**src/design/epsm_pkg.sv**
```systemverilog
package epsm_pkg;

    // Field widths.
    localparam int TIME_W    = 32;
    localparam int SPEED_W   = 32;
    localparam int COUNT_W   = 16;
    localparam int NUM_W     = 31;
    localparam int LIMIT_W   = 24;
    localparam int REV_W     = 2;
    localparam int CFG_IDX_W = 2;
    localparam int CFG_W     = 31;

    // Default structure sizes.
    localparam int DEF_CHANNELS    = 2;
    localparam int DEF_QUEUE_DEPTH = 2;

    // Configuration register indexes.
    localparam logic [CFG_IDX_W-1:0] CFG_RATE_NUMERATOR = 2'd0;
    localparam logic [CFG_IDX_W-1:0] CFG_STALL_LIMIT    = 2'd1;
    localparam logic [CFG_IDX_W-1:0] CFG_REVERSE_LEVELS = 2'd2;

    // Configuration reset values.
    localparam logic [NUM_W-1:0]   RST_RATE_NUMERATOR = 31'd16000000;
    localparam logic [LIMIT_W-1:0] RST_STALL_LIMIT    = 24'd800000;
    localparam logic [REV_W-1:0]   RST_REVERSE_LEVELS = 2'd1;

    // Item function codes.
    localparam logic FUNC_EDGE = 1'b0;
    localparam logic FUNC_TICK = 1'b1;

    // Largest speed magnitude, used when the period is zero.
    localparam logic [SPEED_W-1:0] SPEED_MAX = 32'h7FFF_FFFF;

    // One division step per quotient bit.
    localparam int DIV_STEPS = NUM_W;
    localparam int STEP_W    = $clog2(DIV_STEPS + 1);

    // Work handed from the front end to the divider.
    typedef struct packed {
        logic [TIME_W-1:0]  period;
        logic [NUM_W-1:0]   numerator;
        logic               negate;
        logic               stopped;
        logic [COUNT_W-1:0] edge_count;
    } t_job;

    typedef struct packed {
        logic full;
        logic empty;
    } t_queue_status;

    typedef enum logic [1:0] {
        BK_IDLE,
        BK_DIVIDE,
        BK_DONE
    } t_back_state;

endpackage

```
**src/design/encoder_period_speed_meter.sv**
```systemverilog
// Speed meter for a set of quadrature-encoder channels.
//
// Input channel: i_valid / o_stall with i_func, i_channel, i_capture_time and
// i_phase_b_level. A transfer with i_func low is a rising A-phase edge on
// i_channel; with i_func high it is one stall timer tick for all channels.
// Output channel: o_valid / i_stall with o_speed, o_edge_count, o_stopped.
// Every input transfer yields exactly one output transfer, in order.
// Configuration: i_cfg_valid / o_cfg_ready with i_cfg_index and i_cfg_data;
// o_cfg_ready is always high, and writes are meant for an idle block.
// Path: an item that computes a quotient is written into the queue, popped
// into the back end's job register, passes through 31 steps of the
// restoring divider and is then loaded into the output register.
// Stopped channels and zero periods skip the divider.
// The back end takes its next item only after loading the last result.
// A two-entry queue separates the front end from the divider, so items are
// accepted while a result waits. When i_stall holds the output, the divider
// finishes its item and waits; o_stall rises once the queue is full.
// Synchronous reset (i_rst_n low) clears all channel state and the queue,
// drops o_valid and restores the configuration defaults.
module encoder_period_speed_meter #(
    parameter int CHANNELS    = epsm_pkg::DEF_CHANNELS,
    parameter int QUEUE_DEPTH = epsm_pkg::DEF_QUEUE_DEPTH
) (
    input  logic                                i_clk,
    input  logic                                i_rst_n,
    input  logic                                i_valid,
    output logic                                o_stall,
    input  logic                                i_func,
    input  logic                                i_channel,
    input  logic [epsm_pkg::TIME_W-1:0]         i_capture_time,
    input  logic                                i_phase_b_level,
    output logic                                o_valid,
    input  logic                                i_stall,
    output logic signed [epsm_pkg::SPEED_W-1:0] o_speed,
    output logic [epsm_pkg::COUNT_W-1:0]        o_edge_count,
    output logic                                o_stopped,
    input  logic                                i_cfg_valid,
    output logic                                o_cfg_ready,
    input  logic [epsm_pkg::CFG_IDX_W-1:0]      i_cfg_index,
    input  logic [epsm_pkg::CFG_W-1:0]          i_cfg_data
);
    import epsm_pkg::*;

    // Configuration registers.
    logic [NUM_W-1:0]   r_rate_numerator;
    logic [LIMIT_W-1:0] r_stall_limit;
    logic [REV_W-1:0]   r_reverse_levels;

    t_queue_status q_status;
    t_job          push_job;
    t_job          head_job;
    logic          push;
    logic          pop;

    assign o_cfg_ready = 1'b1;
    assign o_stall     = q_status.full;

    // Writes to an index beyond the register list are dropped.
    always_ff @(posedge i_clk) begin
        if (!i_rst_n) begin
            r_rate_numerator <= RST_RATE_NUMERATOR;
            r_stall_limit    <= RST_STALL_LIMIT;
            r_reverse_levels <= RST_REVERSE_LEVELS;
        end else if (i_cfg_valid && o_cfg_ready) begin
            case (i_cfg_index)
                CFG_RATE_NUMERATOR: r_rate_numerator <= i_cfg_data[NUM_W-1:0];
                CFG_STALL_LIMIT:    r_stall_limit    <= i_cfg_data[LIMIT_W-1:0];
                CFG_REVERSE_LEVELS: r_reverse_levels <= i_cfg_data[REV_W-1:0];
                default: begin
                end
            endcase
        end
    end

    // Front end: updates the per-channel state and packs the division job.
    epsm_front #(
        .CHANNELS (CHANNELS)
    ) u_front (
        .i_clk            (i_clk),
        .i_rst_n          (i_rst_n),
        .i_item_valid     (i_valid),
        .i_func           (i_func),
        .i_channel        (i_channel),
        .i_capture_time   (i_capture_time),
        .i_phase_b_level  (i_phase_b_level),
        .i_rate_numerator (r_rate_numerator),
        .i_stall_limit    (r_stall_limit),
        .i_reverse_levels (r_reverse_levels),
        .i_q_status       (q_status),
        .o_push           (push),
        .o_job            (push_job)
    );

    epsm_queue #(
        .DEPTH (QUEUE_DEPTH)
    ) u_queue (
        .i_clk    (i_clk),
        .i_rst_n  (i_rst_n),
        .i_push   (push),
        .i_job    (push_job),
        .i_pop    (pop),
        .o_job    (head_job),
        .o_status (q_status)
    );

    // Back end: divides, applies sign and saturation, holds the result.
    epsm_back u_back (
        .i_clk        (i_clk),
        .i_rst_n      (i_rst_n),
        .i_q_status   (q_status),
        .i_job        (head_job),
        .o_pop        (pop),
        .o_valid      (o_valid),
        .i_stall      (i_stall),
        .o_speed      (o_speed),
        .o_edge_count (o_edge_count),
        .o_stopped    (o_stopped)
    );

endmodule

```
**src/design/epsm_queue.sv**
```systemverilog
module epsm_queue #(
    parameter int DEPTH = epsm_pkg::DEF_QUEUE_DEPTH
) (
    input  logic                      i_clk,
    input  logic                      i_rst_n,
    input  logic                      i_push,
    input  epsm_pkg::t_job            i_job,
    input  logic                      i_pop,
    output epsm_pkg::t_job            o_job,
    output epsm_pkg::t_queue_status   o_status
);
    import epsm_pkg::*;

    localparam int PTR_W = (DEPTH > 1) ? $clog2(DEPTH) : 1;
    localparam int CNT_W = $clog2(DEPTH + 1);

    t_job             r_mem [DEPTH];
    logic [PTR_W-1:0] r_head, n_head;
    logic [PTR_W-1:0] r_tail, n_tail;
    logic [CNT_W-1:0] r_count, n_count;
    logic             push_ok, pop_ok;

    assign o_status.full  = (r_count == CNT_W'(DEPTH));
    assign o_status.empty = (r_count == '0);
    assign o_job          = r_mem[r_head];

    assign push_ok = i_push && !o_status.full;
    assign pop_ok  = i_pop && !o_status.empty;

    always_comb begin
        n_head  = r_head;
        n_tail  = r_tail;
        n_count = r_count;
        if (push_ok) begin
            n_tail = (r_tail == PTR_W'(DEPTH - 1)) ? '0 : r_tail + 1'b1;
        end
        if (pop_ok) begin
            n_head = (r_head == PTR_W'(DEPTH - 1)) ? '0 : r_head + 1'b1;
        end
        if (push_ok && !pop_ok) begin
            n_count = r_count + 1'b1;
        end else if (pop_ok && !push_ok) begin
            n_count = r_count - 1'b1;
        end
    end

    always_ff @(posedge i_clk) begin
        if (!i_rst_n) begin
            r_head  <= '0;
            r_tail  <= '0;
            r_count <= '0;
        end else begin
            r_head  <= n_head;
            r_tail  <= n_tail;
            r_count <= n_count;
        end
    end

    always_ff @(posedge i_clk) begin
        if (push_ok) begin
            r_mem[r_tail] <= i_job;
        end
    end

endmodule

```
**src/design/epsm_front.sv**
```systemverilog
module epsm_front #(
    parameter int CHANNELS = epsm_pkg::DEF_CHANNELS
) (
    input  logic                          i_clk,
    input  logic                          i_rst_n,
    input  logic                          i_item_valid,
    input  logic                          i_func,
    input  logic                          i_channel,
    input  logic [epsm_pkg::TIME_W-1:0]   i_capture_time,
    input  logic                          i_phase_b_level,
    input  logic [epsm_pkg::NUM_W-1:0]    i_rate_numerator,
    input  logic [epsm_pkg::LIMIT_W-1:0]  i_stall_limit,
    input  logic [epsm_pkg::REV_W-1:0]    i_reverse_levels,
    input  epsm_pkg::t_queue_status       i_q_status,
    output logic                          o_push,
    output epsm_pkg::t_job                o_job
);
    import epsm_pkg::*;

    localparam int CH_W = (CHANNELS > 1) ? $clog2(CHANNELS) : 1;

    logic [TIME_W-1:0]  r_last     [CHANNELS];
    logic [TIME_W-1:0]  r_period   [CHANNELS];
    logic [COUNT_W-1:0] r_edges    [CHANNELS];
    logic               r_dir      [CHANNELS];
    logic               r_stopped  [CHANNELS];
    logic [LIMIT_W-1:0] r_stall    [CHANNELS];

    logic [TIME_W-1:0]  n_last     [CHANNELS];
    logic [TIME_W-1:0]  n_period   [CHANNELS];
    logic [COUNT_W-1:0] n_edges    [CHANNELS];
    logic               n_dir      [CHANNELS];
    logic               n_stopped  [CHANNELS];
    logic [LIMIT_W-1:0] n_stall    [CHANNELS];

    logic [CH_W-1:0]    ch;
    logic               accept;
    logic               rev_bit;
    logic [LIMIT_W-1:0] bumped;

    // The channel field wraps modulo the channel count.
    assign ch     = (CHANNELS == 1) ? '0 : CH_W'(i_channel);
    assign accept = i_item_valid && !i_q_status.full;
    assign o_push = accept;

    always_comb begin
        for (int k = 0; k < CHANNELS; k++) begin
            n_last[k]    = r_last[k];
            n_period[k]  = r_period[k];
            n_edges[k]   = r_edges[k];
            n_dir[k]     = r_dir[k];
            n_stopped[k] = r_stopped[k];
            n_stall[k]   = r_stall[k];
        end
        bumped = '0;
        if (i_func == FUNC_EDGE) begin
            n_period[ch]  = i_capture_time - r_last[ch];
            n_last[ch]    = i_capture_time;
            n_dir[ch]     = i_phase_b_level;
            n_edges[ch]   = r_edges[ch] + 1'b1;
            n_stopped[ch] = 1'b0;
            n_stall[ch]   = '0;
        end else begin
            for (int k = 0; k < CHANNELS; k++) begin
                bumped = r_stall[k] + 1'b1;
                if (bumped >= i_stall_limit) begin
                    n_stopped[k] = 1'b1;
                    n_stall[k]   = '0;
                end else begin
                    n_stall[k] = bumped;
                end
            end
        end
    end

    // Only the first two channels have a reverse bit.
    assign rev_bit = (32'(ch) < 32'(REV_W)) ? i_reverse_levels[ch[0]] : 1'b0;

    always_comb begin
        o_job.period     = n_period[ch];
        o_job.numerator  = i_rate_numerator;
        o_job.negate     = (n_dir[ch] == rev_bit);
        o_job.stopped    = n_stopped[ch];
        o_job.edge_count = n_edges[ch];
    end

    always_ff @(posedge i_clk) begin
        if (!i_rst_n) begin
            for (int k = 0; k < CHANNELS; k++) begin
                r_last[k]    <= '0;
                r_period[k]  <= '0;
                r_edges[k]   <= '0;
                r_dir[k]     <= 1'b0;
                r_stopped[k] <= 1'b0;
                r_stall[k]   <= '0;
            end
        end else if (accept) begin
            for (int k = 0; k < CHANNELS; k++) begin
                r_last[k]    <= n_last[k];
                r_period[k]  <= n_period[k];
                r_edges[k]   <= n_edges[k];
                r_dir[k]     <= n_dir[k];
                r_stopped[k] <= n_stopped[k];
                r_stall[k]   <= n_stall[k];
            end
        end
    end

endmodule

```
**src/design/epsm_back.sv**
```systemverilog
module epsm_back (
    input  logic                                i_clk,
    input  logic                                i_rst_n,
    input  epsm_pkg::t_queue_status             i_q_status,
    input  epsm_pkg::t_job                      i_job,
    output logic                                o_pop,
    output logic                                o_valid,
    input  logic                                i_stall,
    output logic signed [epsm_pkg::SPEED_W-1:0] o_speed,
    output logic [epsm_pkg::COUNT_W-1:0]        o_edge_count,
    output logic                                o_stopped
);
    import epsm_pkg::*;

    t_back_state        r_state, n_state;
    t_job               r_job, n_job;
    logic [TIME_W-1:0]  r_rem, n_rem;
    logic [NUM_W-1:0]   r_quo, n_quo;
    logic [STEP_W-1:0]  r_step, n_step;

    logic               r_valid, n_valid;
    logic [SPEED_W-1:0] r_speed, n_speed;
    logic [COUNT_W-1:0] r_count, n_count;
    logic               r_stopped, n_stopped;

    logic [TIME_W:0]    trial;
    logic [TIME_W:0]    diff;
    logic [SPEED_W-1:0] mag;

    assign o_valid      = r_valid;
    assign o_speed      = r_speed;
    assign o_edge_count = r_count;
    assign o_stopped    = r_stopped;

    always_ff @(posedge i_clk) begin
        if (!i_rst_n) begin
            r_state <= BK_IDLE;
            r_valid <= 1'b0;
        end else begin
            r_state <= n_state;
            r_valid <= n_valid;
        end
    end

    always_ff @(posedge i_clk) begin
        r_job     <= n_job;
        r_rem     <= n_rem;
        r_quo     <= n_quo;
        r_step    <= n_step;
        r_speed   <= n_speed;
        r_count   <= n_count;
        r_stopped <= n_stopped;
    end

    // Restoring division: one quotient bit per cycle.
    assign trial = {r_rem, r_quo[NUM_W-1]};
    assign diff  = trial - {1'b0, r_job.period};

    always_comb begin
        if (r_job.stopped) begin
            mag = '0;
        end else if (r_job.period == '0) begin
            mag = SPEED_MAX;
        end else begin
            mag = SPEED_W'(r_quo);
        end
    end

    always_comb begin
        n_state   = r_state;
        n_job     = r_job;
        n_rem     = r_rem;
        n_quo     = r_quo;
        n_step    = r_step;
        n_valid   = r_valid;
        n_speed   = r_speed;
        n_count   = r_count;
        n_stopped = r_stopped;
        o_pop     = 1'b0;

        if (r_valid && !i_stall) begin
            n_valid = 1'b0;
        end

        case (r_state)
            BK_IDLE: begin
                if (!i_q_status.empty) begin
                    o_pop  = 1'b1;
                    n_job  = i_job;
                    n_rem  = '0;
                    n_quo  = i_job.numerator;
                    n_step = '0;
                    if (i_job.stopped || (i_job.period == '0)) begin
                        n_state = BK_DONE;
                    end else begin
                        n_state = BK_DIVIDE;
                    end
                end
            end
            BK_DIVIDE: begin
                if (!diff[TIME_W]) begin
                    n_rem = diff[TIME_W-1:0];
                    n_quo = {r_quo[NUM_W-2:0], 1'b1};
                end else begin
                    n_rem = trial[TIME_W-1:0];
                    n_quo = {r_quo[NUM_W-2:0], 1'b0};
                end
                n_step = r_step + 1'b1;
                if (r_step == STEP_W'(DIV_STEPS - 1)) begin
                    n_state = BK_DONE;
                end
            end
            BK_DONE: begin
                if (!r_valid || !i_stall) begin
                    n_valid   = 1'b1;
                    n_speed   = r_job.negate ? (SPEED_W'(0) - mag) : mag;
                    n_count   = r_job.edge_count;
                    n_stopped = r_job.stopped;
                    n_state   = BK_IDLE;
                end
            end
            default: begin
                n_state = BK_IDLE;
            end
        endcase
    end

endmodule

```
**config.mk**
```make
export PLATFORM = sky130hd
export DESIGN_NAME = encoder_period_speed_meter
export DESIGN_NICKNAME = d
export VERILOG_FILES = /design/src/design/epsm_pkg.sv /design/src/design/encoder_period_speed_meter.sv /design/src/design/epsm_queue.sv /design/src/design/epsm_front.sv /design/src/design/epsm_back.sv
export SDC_FILE = /design/constraint.sdc
export NUM_CORES = 1
export LEC_CHECK = 0
export BUFFER_PORTS_ARGS = -buffer_cell sky130_fd_sc_hd__buf_2
export CORE_MARGIN = 2
export CORE_UTILIZATION = 50
export DETAILED_ROUTE_END_ITERATION = 8
export GPL_TIMING_DRIVEN = 0
export PLACE_DENSITY = 0.67
export SKIP_CTS_REPAIR_TIMING = 1
export SLEW_MARGIN = 5
export SYNTH_ARGS = -nofsm -noshare
export SYNTH_HDL_FRONTEND = slang
export SYNTH_HIERARCHICAL = 1
export SYNTH_SLANG_ARGS = --single-unit
export TNS_END_PERCENT = 50
```
**constraint.sdc**
```tcl
create_clock -name i_clk -period 8.67 [get_ports i_clk]
set_input_delay 1.734 -clock i_clk [delete_from_list [all_inputs] [get_ports i_clk]]
set_output_delay 1.734 -clock i_clk [all_outputs]
set_load 0.01 [all_outputs]
```
======== Word-level counts from Yosys, hierarchy flattened ========
Memory sizes are Yosys's and may differ from the RTL's. A register that Yosys moved wholly into a read port is not among the register bits.
Cells that the tools add are included.
cells by class
  add/sub/neg operators ................... 11
  $lt $le $gt $ge ......................... 5
  equal/unequal tests ..................... 10
  multiplexer cells ....................... 81
  bitwise logic cells ..................... 18
  reduce and logical (&&, ||, !) cells .... 29
operators with widths
  kind                     number
  $mux W32                 13
  $bwmux W64               2
  $mux W64                 2
  $mux W24                 5
  $mux W16                 6
  $logic_not A32 Y1        2
  $pmux W32 S2             1
  $mux W31                 2
  $pmux W31 S2             1
  $add A24 B1 Y24 const B  2
  $and A48 B48 Y48         1
  $ge A24 B24 Y1           2
  $mux W48                 1
  $not A48 Y48             1
  $sub A33 B32 Y33         1
  $bwmux W32               1
  $demux W32 S1            1
  $sub A1 B32 Y32 const A  1
  $sub A32 B32 Y32         1
  $mux W1                  31
  $demux W24 S1            1
  $add A16 B1 Y16 const B  1
  $demux W16 S1            1
  $mux W2                  8
  30 further kinds         66
storage, ports and cells
  bits in registers ....................... 231
  memory bits (writable) .................. 374
  bits of input ports ..................... 73
  output and inout port bits .............. 52
  logic and storage cells ................. 179
  memories ................................ 7
memories
  name              words  bits a word  rd ports  clocked after Yosys merged registers in  wr ports  line              RTL
  u_queue.r_mem     2      81           1         1                                        1         epsm_queue.sv:17  t_job r_mem [DEPTH];
  u_front.r_last    2      32           3         0                                        2         epsm_front.sv:22  logic [TIME_W-1:0] r_last [CHANNELS];
  u_front.r_period  2      32           2         0                                        2         epsm_front.sv:23  logic [TIME_W-1:0] r_period [CHANNELS];
  u_front.r_stall   2      24           2         0                                        2         epsm_front.sv:27  logic [LIMIT_W-1:0] r_stall [CHANNELS];
  u_front.r_edges   2      16           3         0                                        2         epsm_front.sv:24  logic [COUNT_W-1:0] r_edges [CHANNELS];
  u_front.r_dir     2      1            2         0                                        2         epsm_front.sv:25  logic r_dir [CHANNELS];
  1 more memories   --     --           --        --                                       --        --

======== Longest topological paths before layout ========
  depth in word-level cells ............... 11
  depth in mapped cells ................... 19
  gate-level depth less buffers ........... 17

======== Cells and area by module ========
The synthesis kept the hierarchy.
by module, submodules not included
  module                      instances  cells an instance  area each (µm²)  seq. area each (µm²)
  epsm_front                  1          1608               15207.1          6366.1
  epsm_back                   1          874                9272.6           5074.9
  epsm_queue                  1          277                6105.9           4964.8
  encoder_period_speed_meter  1          235                2328.5           1141.1

======== Worst setup path before layout ========
OpenSTA, ideal clock, no wires.
  kind .................................... input to register
  from .................................... input port i_func
  to ...................................... memory u_front.r_last[0][0], enable pin
  library setup time ...................... 0.574 ns
  arrival ................................. 6.631 ns
  required time ........................... 8.096 ns
  setup slack ............................. 1.464 ns
  cell stages on the path ................. 3
  path buffers ............................ 2
  path through ............................ clkbuf_1 > clkbuf_1 > o21ai_0
RTL lines
  item             line                              RTL
  start, declared  encoder_period_speed_meter.sv:28  input logic i_func,
  end, declared    epsm_front.sv:22

==> results.tsv <==
stage	metric	value	unit
status	outcome	completed	
route	DRC viols	0	
finish	most frequent cells in the layout	541 x edfxtp_1, 367 x nand2_1, 284 x nor2_1	
synth	Netlist cell types	91	
flow_run	Max-Cap Viols	0	
place	pre-CTS setup slack	1.77	ns
worst_setup_path	CP max stage cell	buf_1	
finish	Seq. cell area	17500	um2
floorplan	row cnt	94	
clock_tree	Clock Sinks	606	
route	Detailed Routing Iterations Pass 1	5	
clock_tree	clock slew at reported path FFs	0.06	ns
floorplan	die height	261	um
sta	final hold vios	0	
synth	Post-synth EDFFs	541	
place	Placer Congestion	0.898	
finish	Layout area overhead	13.0	%
worst_setup_path	Buf/Inv on CP	7	
floorplan	Die Area	67900	um2
power_and_ir_drop	Lkg Pwr	14.4	nW
clock_tree	Num CTS Buffers	68	
global_routing	met2 usage in global routing	38.8	%
sta	Worst Slack Setup Final	2.23	ns
finish	fin nets	3397	
clock_tree	clock latency on the worst-skew pair	0.61	ns
route	post-DR vias/cell	5.75	
global_routing	gr ovfl total	0	
route	starting DRC count in detailed routing	2254	
global_routing	total track usage	23.7	%
sta	Final Cycle Share	74.3	%
global_routing	largest net degree at the start of global routing	69	
worst_setup_path	crit path kind	input port to register	
finish	Multi-input gate area	14000	um2
worst_setup_path	CP required	8.98	ns
sta	# setup viols final	0	
finish	layout filler cell count	5496	
worst_setup_path	worst-path cell chain	buf_6 -> buf_6 -> buf_2 -> buf_2 -> buf_2 -> buf_1 -> mux2i_1 -> ha_1 -> a21o_1 -> a21oi_1 -> o21ai_0 -> or2_4 -> a31o_1 -> a21oi_2 -> o21ai_2 -> buf_6 -> nand3_1 -> nor3b_1	
route	Routed WL	81.0	mm
sta	max-slew violations	0	
sta	final worst path period need	6.44	ns
finish	layout cell share with drive strength beyond 1	14.7	%
clock_tree	H-tree Lvls	3	
global_routing	vias in the first global route	23100	
floorplan	starting density of the core	50.2	%
finish	commonest non-fill, non-tap cell in the layout	edfxtp_1	
route	vias	23700	
sta	RSZ-0062 raised after global routing	no	
place	count of input and output buffers	122	
place	placed cell count	3997	
synth	Top FF cell, synth	edfxtp_1	
clock_tree	CTS tree	built	
global_routing	initial antenna violation count	2	
sta	final hold slack	0.417	ns
synth	YS warnings	6	
worst_setup_path	WP data arrival	6.76	ns
worst_setup_path	Startpoint Class	input port	
sta	final setup skew	0.0124	ns
hold_path	hold crit path type	register to register	
power_and_ir_drop	peak supply drop	0.257	mV
worst_setup_path	CP max stage delay	0.78	ns
worst_setup_path	CP top delay family	buffers and inverters	
synth	Synthesized Nets	3188	
sta	FMAX	0.155	GHz
sta	Worst Tran Pin Value	1.15	ns
route	DR WL/cell	19.7	um
synth	Async SR Flop Fraction	0	%
floorplan	io pins	125	
clock_tree	root buffer cell	clkbuf_16	
global_routing	first-pass GRT wire length	127	mm
synth	synthesized cell area	32900	um2
sta	Slew Limit Headroom	22.8	%
place	Post-DP HPWL	59.2	mm
worst_setup_path	CP max FO	10	
global_routing	met1 Track Usage GR	32.5	%
finish	Final Util	56.8	%
global_routing	busiest grt layer	met2	
worst_setup_path	Crit. End Element	register	
power_and_ir_drop	P per Cell Area	321	nW/um2
synth	sequential cell area fraction in the yosys report	53.3	%
sta	Setup TNS	0	ns
finish	post-route insts no fill	4120	
synth	Avg Cell Area, Syn	11.0	um2
floorplan	core area	65500	um2
synth	Synth Register Bits	606	
global_routing	met3 usage	3.17	%
floorplan	die width	261	um
synth	post-synthesis cell count	2994	
route	Routed Antenna Nets	0	
clock_tree	Clock Path Buffers	3	
[kinds of logic (layout without fill, tap and decap cells)]
group,count (synthesis),after routing,synth area share [%]
simple gates,973,973,13.5
flops,606,606,53.3
compound gates,553,553,10.7
mux,294,294,9.32
buf+inv,288,548,4.25
xor+xnor,158,158,4.26
fa+ha+maj,121,121,4.65
other cells,1,3,0.0114
[cells in the mapped netlist (13+ instances only)]
library cell | n | area (um2)
buf_2 | 32 | 160
edfxtp_1 | 541 | 16200
and3_1 | 16 | 100
a21o_1 | 47 | 353
nand2b_1 | 14 | 87.6
buf_4 | 32 | 240
nand2_1 | 368 | 1380
buf_6 | 21 | 236
buf_1 | 17 | 63.8
nor2b_1 | 27 | 169
ha_1 | 119 | 1490
o21a_1 | 13 | 97.6
nand4_1 | 31 | 194
clkbuf_1 | 83 | 312
a21oi_1 | 181 | 906
xor2_1 | 60 | 526
nor4_1 | 22 | 138
a22o_1 | 15 | 131
xnor2_1 | 97 | 850
nand3_1 | 70 | 350
nor2_1 | 284 | 1070
nor3_1 | 44 | 220
mux2i_1 | 197 | 1970
o21ai_0 | 123 | 616
or3_1 | 32 | 200
mux2_2 | 96 | 1080
inv_1 | 101 | 379
dfxtp_1 | 65 | 1300
a211oi_1 | 13 | 97.6
a31oi_1 | 32 | 200
[report_power, final]
part           internal [mW]  switching (mW)  leakage, nW
Combinational           1.78            2.68         7.38
Clock                   1.63            1.19         1.07
Sequential              4.23           0.417         5.94
[cell type report]
cell class                 count  area share, %
antenna                        2         0.0135
clock buffer                  83           4.90
tap                          864           2.91
inverter                     102           1.03
sequential                   606           47.2
timing repair buffer         139           2.51
buffer                       186           2.74
multi-input combinational   2100           37.7
clock inverter                38          0.999
[through the flow]
step	total power, mW	area [um2]
floorplan	7.88	32900
global placement	8.97	34600
detailed placement	9.12	35000
CTS	12.0	37200
global route	12.6	37200
finish	11.9	37200
[final timing paths]
check / startpoint / end / slack [ns] / cells past startpoint
worst min-delay path: u_back/r_job[2] / u_back/o_edge_count[2] / 0.42 / 0
worst max register to register: u_front/r_stall[0][0] / u_front/r_stall[0][23] / 3.99 / 14
worst min register to register: u_back/r_job[2] / u_back/o_edge_count[2] / 0.42 / 0
worst max-delay path: i_channel / u_queue/r_mem[1][75] / 2.23 / 18
[sequential cells by signal, indices dropped and copies added, names as in the netlist, 2 cells and up, named ones only]
register and cells:
u_front/r_stall 48, u_back/o_speed 32, u_back/r_state 2, u_front/r_dir 2, r_reverse_levels 2, u_back/r_job 50, r_stall_limit 24, u_back/o_edge_count 16
u_back/r_quo 31, u_back/r_step 5, u_front/r_period 64, u_queue/r_count 2, u_front/r_edges 32, r_rate_numerator 31, u_queue/r_mem 162, u_front/r_last 64
u_back/r_rem 32, u_front/r_stopped 2
[metal layers]
| metal | vias to the layer above | routed length, um |
|---|---|---|
| met5 | - | 0 |
| met1 | 11400 | 35700 |
| li1 | 11300 | - |
| met2 | 854 | 38000 |
| met4 | 0 | 2520 |
| met3 | 162 | 4810 |
No activity file was read; power rests on OpenSTA's default activity.
